### config.mk
export PLATFORM = sky130hd
export DESIGN_NAME = row_argmax_argmin
export DESIGN_NICKNAME = d
export VERILOG_FILES = /design/src/sv/ram_pkg.sv /design/src/sv/ram_decode.sv /design/src/sv/row_argmax_argmin.sv
export VERILOG_INCLUDE_DIRS = /design/src /design/src/sv
export SDC_FILE = /design/constraint.sdc
export NUM_CORES = 1
export LEC_CHECK = 0
export ABC_CLOCK_PERIOD_IN_PS = 16990
export BUFFER_PORTS_ARGS = -buffer_cell sky130_fd_sc_hd__buf_4
export CELL_PAD_IN_SITES_DETAIL_PLACEMENT = 1
export CELL_PAD_IN_SITES_GLOBAL_PLACEMENT = 2
export CORE_MARGIN = 5
export CORE_UTILIZATION = 42
export CTS_BUF_LIST = sky130_fd_sc_hd__clkbuf_4
export CTS_CLUSTER_SIZE = 28
export DETAILED_ROUTE_END_ITERATION = 10
export PLACE_DENSITY = 0.95
export SLEW_MARGIN = 25
export SYNTH_ARGS = -nofsm -noshare
export SYNTH_HDL_FRONTEND = slang
export SYNTH_SLANG_ARGS = --single-unit
export TNS_END_PERCENT = 20
### constraint.sdc
create_clock -name clk -period 16.99 [get_ports clk]
set_input_delay 0 -clock clk [delete_from_list [all_inputs] [get_ports clk]]
set_output_delay 0 -clock clk [all_outputs]
set_load 0.01 [all_outputs]
### src/sv/row_argmax_argmin_assert.svh
// Assertion macros for the row arg-reduction block.
`ifndef ROW_ARGMAX_ARGMIN_ASSERT_SVH
`define ROW_ARGMAX_ARGMIN_ASSERT_SVH
`ifndef SYNTHESIS
`define RAM_ASSERT_IMP(label, clk, rst_n, ante, cons) \
	label: assert property (@(posedge clk) disable iff (!rst_n) (ante) |-> (cons)) \
		else $error("assertion failed");
`define RAM_ASSERT_NEXT(label, clk, rst_n, ante, cons) \
	label: assert property (@(posedge clk) disable iff (!rst_n) (ante) |=> (cons)) \
		else $error("assertion failed");
`else
`define RAM_ASSERT_IMP(label, clk, rst_n, ante, cons)
`define RAM_ASSERT_NEXT(label, clk, rst_n, ante, cons)
`endif
`endif

### src/sv/ram_pkg.sv
// ----------------------------------------------------------------------------
// ram_pkg
// Types and constants for the row arg-reduction block.
// ----------------------------------------------------------------------------
package ram_pkg;

	typedef struct packed {
		logic [31:0] sample_bits;
		logic        last_in_row;
	} in_item_t;

	typedef struct packed {
		logic [15:0] winner_index;
		logic        length_overflow;
	} out_item_t;

	localparam logic       CFG_SELECT_MINIMUM = 1'b0;
	localparam logic       CFG_VALUE_FORMAT   = 1'b1;
	localparam logic [1:0] FMT_F32  = 2'd0;
	localparam logic [1:0] FMT_F16  = 2'd1;
	localparam logic [1:0] FMT_BF16 = 2'd2;
	localparam logic [31:0] POS_INF = 32'h7F80_0000;
	localparam logic [31:0] NEG_INF = 32'hFF80_0000;

endpackage

### src/sv/ram_decode.sv
// ----------------------------------------------------------------------------
// ram_decode
// Widens an f32, f16 or bf16 sample to f32 bits (exact).
// ----------------------------------------------------------------------------
module ram_decode (
	input  logic [1:0]  value_format,
	input  logic [31:0] raw,
	output logic [31:0] f32
);
	logic [4:0]  h_exp;
	logic [9:0]  h_man;
	logic [9:0]  sub_man;
	logic [7:0]  sub_exp;
	logic [31:0] half_w;

	assign h_exp = raw[14:10];
	assign h_man = raw[9:0];

	// subnormal normalize: find leading one of a 10-bit mantissa
	always_comb begin
		sub_man = h_man;
		sub_exp = 8'd112;
		for (int i = 0; i < 10; i++) begin
			if (!sub_man[9]) begin
				sub_man = {sub_man[8:0], 1'b0};
				sub_exp = sub_exp - 8'd1;
			end
		end
		// leading one now at bit 9 shifted out as hidden bit
		sub_man = {sub_man[8:0], 1'b0};
	end

	always_comb begin
		if (h_exp == 5'd0) begin
			if (h_man == 10'd0) half_w = {raw[15], 31'd0};
			else half_w = {raw[15], sub_exp, sub_man, 13'd0};
		end else if (h_exp == 5'd31) begin
			half_w = {raw[15], 8'hFF, h_man, 13'd0};
		end else begin
			half_w = {raw[15], 8'({3'd0, h_exp} + 8'd112), h_man, 13'd0};
		end
	end

	always_comb begin
		unique case (value_format)
			ram_pkg::FMT_F16:  f32 = half_w;
			ram_pkg::FMT_BF16: f32 = {raw[15:0], 16'd0};
			default:           f32 = raw;
		endcase
	end
endmodule

### src/sv/row_argmax_argmin.sv
// Result: registered in the output register, valid in the cycle after the last item of a row is accepted.
// Throughput: one item per cycle unless in_stall holds it; the decode, float compare and select are combinational.
// The output register parts the sides: input accepted while a result waits if it is
// taken this cycle or the item is not last in its row.
// Reset: async active low; min mode off, f32 format, row state cleared to -inf.
// ----------------------------------------------------------------------------
// row_argmax_argmin
// Streaming argmax / argmin over rows of float samples, first occurrence wins.
// ----------------------------------------------------------------------------
`include "row_argmax_argmin_assert.svh"
module row_argmax_argmin #(
	parameter longint MAX_ROW_LENGTH = 65536
) (
	input  logic                clk,
	input  logic                arst_n,
	input  logic                in_valid,
	output logic                in_stall,
	input  ram_pkg::in_item_t   in_data,
	output logic                out_valid,
	input  logic                out_stall,
	output ram_pkg::out_item_t  out_data,
	input  logic                cfg_valid,
	output logic                cfg_ready,
	input  logic [0:0]          cfg_index,
	input  logic [1:0]          cfg_data
);
	localparam longint LIM = (MAX_ROW_LENGTH > 65536) ? 65536 : MAX_ROW_LENGTH;
	localparam logic [16:0] LIM_C = 17'(LIM);
	localparam logic [15:0] LAST_POS = 16'(LIM - 1);

	logic        sel_min_q;
	logic [1:0]  fmt_q;
	logic [31:0] best_q;
	logic [15:0] best_pos_q;
	logic [16:0] count_q;
	logic        ovf_q;
	logic [31:0] v;
	logic        accept, better, v_nan, b_nan, gt, lt, cfg_wr, at_lim;
	logic [15:0] pos;
	logic [31:0] ov, ob;

	assign cfg_ready = 1'b1;
	assign cfg_wr = cfg_valid && cfg_ready;
	assign in_stall = out_valid && out_stall && in_data.last_in_row;
	assign accept = in_valid && !in_stall;

	ram_decode u_dec (.value_format(fmt_q), .raw(in_data.sample_bits), .f32(v));

	// ordered compare through sign-magnitude to ordinal mapping; -0 equals +0
	assign v_nan = (v[30:23] == 8'hFF) && (v[22:0] != 23'd0);
	assign b_nan = (best_q[30:23] == 8'hFF) && (best_q[22:0] != 23'd0);
	assign ov = v[31] ? ~v : (v[30:0] == 31'd0 ? 32'h8000_0000 : {1'b1, v[30:0]});
	assign ob = best_q[31] ? ~best_q
		: (best_q[30:0] == 31'd0 ? 32'h8000_0000 : {1'b1, best_q[30:0]});
	assign gt = (ov > ob) && !(v[30:0] == 31'd0 && best_q[30:0] == 31'd0);
	assign lt = (ov < ob) && !(v[30:0] == 31'd0 && best_q[30:0] == 31'd0);
	assign better = !v_nan && !b_nan && (sel_min_q ? lt : gt);

	assign at_lim = (count_q >= LIM_C);
	assign pos = at_lim ? LAST_POS : count_q[15:0];

	// config and row state
	always_ff @(posedge clk or negedge arst_n) begin
		if (!arst_n) begin
			sel_min_q  <= 1'b0;
			fmt_q      <= ram_pkg::FMT_F32;
			best_q     <= ram_pkg::NEG_INF;
			best_pos_q <= '0;
			count_q    <= '0;
			ovf_q      <= 1'b0;
		end else if (cfg_wr && cfg_index == ram_pkg::CFG_SELECT_MINIMUM) begin
			sel_min_q  <= cfg_data[0];
			best_q     <= cfg_data[0] ? ram_pkg::POS_INF : ram_pkg::NEG_INF;
			best_pos_q <= '0;
			count_q    <= '0;
			ovf_q      <= 1'b0;
		end else begin
			if (cfg_wr && cfg_index == ram_pkg::CFG_VALUE_FORMAT) fmt_q <= cfg_data;
			if (accept) begin
				if (in_data.last_in_row) begin
					best_q     <= sel_min_q ? ram_pkg::POS_INF : ram_pkg::NEG_INF;
					best_pos_q <= '0;
					count_q    <= '0;
					ovf_q      <= 1'b0;
				end else begin
					if (better) begin
						best_q     <= v;
						best_pos_q <= pos;
					end
					if (at_lim) ovf_q <= 1'b1;
					else count_q <= count_q + 17'd1;
				end
			end
		end
	end

	// result register
	always_ff @(posedge clk or negedge arst_n) begin
		if (!arst_n) begin
			out_valid <= 1'b0;
		end else if (accept && in_data.last_in_row) begin
			out_valid <= 1'b1;
		end else if (!out_stall) begin
			out_valid <= 1'b0;
		end
	end

	always_ff @(posedge clk) begin
		if (accept && in_data.last_in_row) begin
			out_data.winner_index    <= better ? pos : best_pos_q;
			out_data.length_overflow <= ovf_q || at_lim;
		end
	end

	`RAM_ASSERT_IMP(a_no_accept_over_result, clk, arst_n, out_valid && out_stall && in_valid && in_data.last_in_row, in_stall)
	`RAM_ASSERT_NEXT(a_result_after_last, clk, arst_n, accept && in_data.last_in_row, out_valid)
	`RAM_ASSERT_IMP(a_count_bounded, clk, arst_n, 1'b1, count_q <= LIM_C)
endmodule
Word-level counts from Yosys, hierarchy flattened
Cells that the tools add are included.
W data, S select, Z words.
{ "op_classes": {"addsub": 11, "bitwise": 4, "muxes": 50, "eq_ne": 7, "magnitude_cmp": 3, "reduce_logical": 31} }
{ "ops": {"columns": ["op", "n"], "rows": [
  ["$mux W32", 8],
  ["$mux W31", 5],
  ["$mux W10", 9],
  ["$mux W16", 5],
  ["$mux W8", 9],
  ["$mux W17", 4],
  ["$not A32 Y32", 2],
  ["$pmux W32 S2", 1],
  ["$sub A8 B1 Y8 const B", 8],
  ["$logic_not A31 Y1", 2],
  ["$reduce_bool A23 Y1", 2],
  ["$gt A32 B32 Y1", 1],
  ["$lt A32 B32 Y1", 1],
  ["$add A17 B1 Y17 const B", 1],
  ["$ge A17 B17 Y1 const B", 1],
  ["$eq A8 B8 Y1 const B", 2],
  ["$logic_and A1 B1 Y1", 13],
  ["$logic_not A10 Y1", 1],
  ["$mux W9", 1],
  ["$add A5 B7 Y8 const B", 1],
  ["$reduce_and A2 Y1", 4],
  ["$sub A7 B1 Y8 const B", 1],
  ["$mux W1", 7],
  ["$reduce_bool A3 Y1", 2],
  ["other kinds (11)", 15]
]} }
{ "word_totals": {"elab_cells": 115, "inputBits": 41, "out_inout_bits": 20, "reg_bits": 87} }

Longest topological paths before layout
{ "logic_depth": {"depth_word": 33, "mapped_depth": 30, "ltp_nobuf": 26} }

Modules after synthesis
A second synthesis with hierarchy kept.
{ "unflattened": {"hier_cells": 749, "hier_area_um2": 6877.8} }
{ "modules_own_cells": {"columns": ["mod", "cells_per_inst", "instances", "area_per_inst_um2", "seq_area_each_um2"], "rows": [
  ["row_argmax_argmin", 486, 1, 5252.5, 2273.4],
  ["ram_decode", 263, 1, 1625.3, 0.0]
]} }

Least setup slack after synthesis
Ideal clock, no wire load.
{ "synth_timing": {"path_type": "input to register", "start": "input in_data[9] in the netlist's numbering", "end": "register out_data[10] in the netlist's numbering, data pin", "path_buffers": 5, "arrival_ps": 5675, "setup_time_ps": 262, "path_stages": 28, "required_ps": 16728, "setup_slack_ps": 11053, "cell_sequence": "buf_4 buf_6 clkbuf_1 nand2_1 and2_1 ha_1 inv_1 o21ai_0 ha_1 nor4bb_1 a31oi_1 xnor2_1 o22ai_1 xor2_1 o22ai_2 o31ai_1 clkbuf_1 a31oi_1 ha_1 a211o_1 a2111oi_0 o221ai_1 a2111oi_0 mux2_2 o311ai_4 nor2_2 buf_4 mux2_1"} }
{ "synth_via": {"elab_chain_cells": 29, "word_cells_on_any_way": 50, "classes_between": "add/sub: 8; order compare: 2; eq/ne: 1; mux: 27; bitwise: 1; reduce/logical: 11"} }
{ "synth_rtl": {"columns": ["item", "line_no", "rtl"], "rows": [
  ["start: declaration", "row_argmax_argmin.sv:18", "input ram_pkg::in_item_t in_data,"],
  ["$mux W10", "ram_decode.sv:24", "if (!sub_man[9]) begin"],
  ["$mux W8", "ram_decode.sv:24", null],
  ["$sub A8 B1 Y8", "ram_decode.sv:26", "sub_exp = sub_exp - 8'd1;"],
  ["$mux W8", "ram_decode.sv:24", null],
  ["$sub A8 B1 Y8", "ram_decode.sv:26", null],
  ["$mux W8", "ram_decode.sv:24", null],
  ["$sub A8 B1 Y8", "ram_decode.sv:26", null],
  ["$mux W8", "ram_decode.sv:24", null],
  ["[... 13 more ...]", null, null],
  ["$logic_not A31 Y1", "row_argmax_argmin.sv:52, row_argmax_argmin.sv:55, row_argmax_argmin.sv:56", null],
  ["$mux W31", "row_argmax_argmin.sv:52", "assign ov = v[31] ? ~v : (v[30:0] == 31'd0 ? 32'h8000_0000 : {1'b1, v[30:0]});"],
  ["$mux W32", "row_argmax_argmin.sv:52", null],
  ["$gt A32 B32 Y1 / $lt A32 B32 Y1 (equally long branches)", "row_argmax_argmin.sv:55, row_argmax_argmin.sv:56", null],
  ["$logic_and A1 B1 Y1 (on tied branches)", "row_argmax_argmin.sv:55, row_argmax_argmin.sv:56", null],
  ["$mux W1", "row_argmax_argmin.sv:57", "assign better = !v_nan && !b_nan && (sel_min_q ? lt : gt);"],
  ["$logic_and A1 B1 Y1 *", "row_argmax_argmin.sv:57", null],
  ["$mux W16 *", null, null],
  ["end: declaration", "row_argmax_argmin.sv:21", "output ram_pkg::out_item_t out_data,"]
]} }
Mark *: on every way between the ends. The rest lies on a longest branch, timed or not.
A chain may end at the register's enable or synchronous reset.

Worst setup path after layout
{ "layout_timing": {"start": "register fmt_q[0]", "end": "register best_q[31]"} }
{ "layout_via": {"elab_chain_cells": 11, "word_cells_on_any_way": 26, "classes_between": "order compare: 2; eq/ne: 3; mux: 8; bitwise: 1; reduce/logical: 12"} }
{ "layout_rtl": {"columns": ["item", "line_no", "rtl"], "rows": [
  ["start: declaration", "row_argmax_argmin.sv:32", "logic [1:0] fmt_q;"],
  ["start signal: assignment", "row_argmax_argmin.sv:66", "fmt_q <= ram_pkg::FMT_F32;"],
  ["start signal: assignment", "row_argmax_argmin.sv:78", "if (cfg_wr && cfg_index == ram_pkg::CFG_VALUE_FORMAT) fmt_q <= cfg_data;"],
  ["$eq A2 B2 Y1 / $eq A2 B1 Y1 (equally long branches)", "ram_decode.sv:45", "unique case (value_format)"],
  ["$pmux W32 S2 *", "ram_decode.sv:45", null],
  ["$logic_not A31 Y1", "row_argmax_argmin.sv:52, row_argmax_argmin.sv:55, row_argmax_argmin.sv:56", null],
  ["$mux W31", "row_argmax_argmin.sv:52", null],
  ["$mux W32", "row_argmax_argmin.sv:52", null],
  ["$gt A32 B32 Y1 / $lt A32 B32 Y1 (equally long branches)", "row_argmax_argmin.sv:55, row_argmax_argmin.sv:56", null],
  ["$logic_and A1 B1 Y1 (on tied branches)", "row_argmax_argmin.sv:55, row_argmax_argmin.sv:56", null],
  ["$mux W1", "row_argmax_argmin.sv:57", null],
  ["$logic_and A1 B1 Y1", "row_argmax_argmin.sv:57", null],
  ["$reduce_bool A3 Y1 (no source line)", null, null],
  ["$reduce_and A2 Y1 (no source line)", null, null],
  ["end signal: assignment", "row_argmax_argmin.sv:67", "best_q <= ram_pkg::NEG_INF;"],
  ["end signal: assignment", "row_argmax_argmin.sv:73", "best_q <= cfg_data[0] ? ram_pkg::POS_INF : ram_pkg::NEG_INF;"],
  ["end signal: assignment", "row_argmax_argmin.sv:81", "best_q <= sel_min_q ? ram_pkg::POS_INF : ram_pkg::NEG_INF;"],
  ["end: declaration", "row_argmax_argmin.sv:33", "logic [31:0] best_q;"]
]} }
Mark *: on every way between the ends. The rest lies on a longest branch, timed or not. The select of a mux whose other input is x is not followed.

==> impl_metrics.env <==
export IMPL_status="finished, final reports clean"
export IMPL_clk_latency_ps=460
export IMPL_dieHeight_um=138
export IMPL_crit_path_max_fanout=71
export IMPL_synth_area_leaders="dfrtp_1 22%, edfxtp_1 7.4%, ha_1 7.3%"
export IMPL_dr_pass1_iters=5
export IMPL_syn_to_final_growth_pct=11.8
export IMPL_initial_core_util_pct=43.1
export IMPL_total_leakage_power_nw=3.28
export IMPL_cts_tree="built"
export IMPL_fin_crit_sh_pct=44.7
export IMPL_max_freq_mhz=132
export IMPL_tns_ps=0
export IMPL_grt_max_degree=72
export IMPL_end_kind="register"
export IMPL_ys_seq_area_share_pct=33.1
export IMPL_r2r_slack_ps=9390
export IMPL_design_area_um2=7680
export IMPL_clock_path_buffers=2
export IMPL_avgSynthCellArea_um2=9.12
export IMPL_drt_wirelength_per_cell_um=21.3
export IMPL_dp_final_hpwl_mm=15.7
export IMPL_synth_nets=835
export IMPL_yosys_warnings=0
export IMPL_rows=46
export IMPL_fin_crit_ps=7600
export IMPL_ys_flop_type="dfrtp_1"
export IMPL_num_nets_final=869
export IMPL_final_cell_mix="65 x buf_4, 64 x nor2_1, 61 x dfrtp_1"
export IMPL_r2r_start="fmt_q[0]"
export IMPL_ys_async_sr_fraction_pct=80.5
export IMPL_grt_pass1_wl_mm=34.4
export IMPL_ys_types=82
export IMPL_drc_errors=0
export IMPL_ir_worst_vdd_uv=67.1
export IMPL_min_delay_start="in_data[8]"
export IMPL_arrival_ps=7990
export IMPL_final_common_cell="buf_4"
export IMPL_gr_total_overflow=0
export IMPL_synth_cells=754
export IMPL_use_met1_pct=31.0
export IMPL_r2r_end="best_q[31]"
export IMPL_root_buffer="clkbuf_4"
export IMPL_min_path_type="in2reg"
export IMPL_skew_ps=18.5
export IMPL_cts_buffers=9
export IMPL_drtAntennaViolNets=0
export IMPL_core_area_um2=15900
export IMPL_startpoint_type="register"
export IMPL_die_x_um=138
export IMPL_grt_use_met2_pct=39.7
export IMPL_slew_limit_headroom_pct=37.8
export IMPL_placed_area_um2=7360
export IMPL_io_pins=61
export IMPL_n_antenna_cell=0
export IMPL_hold_depth=2
export IMPL_cap_violations=0
export IMPL_rsz0062_at_grt="no"
export IMPL_mappedNetlistArea_um2=6870
export IMPL_grt_pass1_vias=6357
export IMPL_drt_total_wl_mm=21.5
export IMPL_grtUsageTotal_pct=23.1
export IMPL_hold_viol_final=0
export IMPL_synth_edf_count=17
export IMPL_via_per_inst=6.09
export IMPL_grt_most_used_layer="met2"
export IMPL_fill_cells=1856
export IMPL_synth_top_area_share_pct=22.2
export IMPL_worst_setup_path_type="reg2reg"
export IMPL_setup_viol=0
export IMPL_portBuffers=59
export IMPL_powerDensity_nw_per_um2=125
export IMPL_drv_slew=0
export IMPL_cts_resized=0
export IMPL_cts_sinks=87
export IMPL_route_vias_total=6140
export IMPL_drt_iter0_markers=468
export IMPL_drive_gt1_share_pct=17.4
export IMPL_r2r_cells=22
export IMPL_crit_required_ps=17380
export IMPL_use_met3_pct=2.50
export IMPL_dieArea_um2=19000
export IMPL_grt_antenna_before_repair=0
export IMPL_gp_congestion=0.902
export IMPL_synth_top_cell_by_area="dfrtp_1"
export IMPL_tightest_slew_ps=933
export IMPL_htree_levels=3
export IMPL_ys_ff_latch=87
export IMPL_worstHoldEndpoint="best_q[7]"
export IMPL_clkSlewWorstSetupHoldPaths_ps=130
[worst max path at each step]
| stage | from | to | depth (start not counted) |
|---|---|---|---|
| CTS | fmt_q[0] | best_q[31] | 22 |
| global placement | fmt_q[0] | best_q[31] | 22 |
| floorplan | in_data[9] | out_data[10] | 28 |
| finish | fmt_q[0] | best_q[31] | 22 |
| detailed placement | fmt_q[0] | best_q[31] | 22 |
| global route | fmt_q[0] | best_q[31] | 23 |
[cell type report]
| class | count | area (um^2) | share of cell area (%) |
|---|---|---|---|
| inverters | 14 | 52.6 | 0.684 |
| flip-flops and latches | 87 | 2270 | 29.6 |
| clock buffers | 9 | 67.6 | 0.879 |
| repair buffers | 82 | 658 | 8.57 |
| multi-input cells | 594 | 4280 | 55.7 |
| clock inverters | 7 | 80.1 | 1.04 |
| well taps | 216 | 270 | 3.52 |
[Yosys cell counts, drive strengths merged (14+ instances only)]
| master | count |
|---|---|
| a21oi | 37 |
| a22o | 26 |
| a31oi | 18 |
| buf | 25 |
| clkbuf | 34 |
| dfrtp | 61 |
| edfxtp | 17 |
| ha | 40 |
| inv | 14 |
| mux2 | 22 |
| mux2i | 15 |
| nand2 | 49 |
| nand3 | 14 |
| nand4 | 19 |
| nor2 | 66 |
| nor4 | 15 |
| o21ai | 37 |
| or2 | 19 |
| xnor2 | 50 |
[metrics by stage]
| step | power (mW) | hold slack [ps] | util (%) | setup slack (ps) | std cells |
|---|---|---|---|---|---|
| CTS | 0.961 | 14.9 | 48.2 | 9490 | 1009 |
| global placement | 0.791 | 166 | 46.2 | 9870 | 976 |
| floorplan | 0.685 | -296 | - | 11050 | 754 |
| global route | 1.03 | 30.7 | 48.2 | 9000 | 1009 |
| detailed placement | 0.826 | 184 | 46.2 | 9600 | 976 |
| finish | 0.961 | 49.4 | 48.2 | 9390 | 1009 |
[cell families after synthesis]
logic type,after synthesis,share of synthesized area [%]
XOR/XNOR,62,7.90
AND/OR/NAND/NOR,248,19.5
adder cells (fa/ha/maj),40,7.28
AO/OA/AOI/OAI,206,21.6
flip-flops,87,33.1
buffers and inverters,73,4.77
multiplexers,37,5.84
other,1,0.0546
[what timing repair did]
action	CTS	global route
hold buffers	17	0
buffers inserted	0	0
endpoints found under the hold margin	77	0
[power breakdown]
group / internal [mW] / total (mW) / leakage, nW / switching [mW]
logic: 0.234 / 0.545 / 2.10 / 0.311
registers: 0.245 / 0.290 / 1.10 / 0.0449
clock network: 0.0466 / 0.126 / 0.0784 / 0.0792
[metal layers]
layer  vias to the layer above  wire [um]
met5                         -          0
met4                         0        416
met3                        39       1020
met2                       179      10600
met1                      3053       9500
li1                       2869          -
[state kept, by name (all words and copies together) (netlist names)]
signal and count:
ovf_q 1, out_data 17, out_valid 1, best_pos_q 16
sel_min_q 1, fmt_q 2, count_q 17, best_q 32
[worst max-delay path, cell delays in order, from the launching register on]
cell and delay [ps]:
dfrtp_1 390, inv_1 50, ha_2 300, buf_4 550, inv_1 400, nand3_1 210
a21oi_2 90, or4b_1 540, nor4_2 150, nand4b_1 270, o31ai_1 530, buf_4 280
a31oi_1 110, ha_1 370, a211o_1 300, a2111oi_0 310, o221ai_1 260, a2111oi_0 490
mux2_2 420, o311ai_4 120, o31a_1 630, buf_4 400, mux2_4 320
No activity file was read; power rests on OpenSTA's default activity.
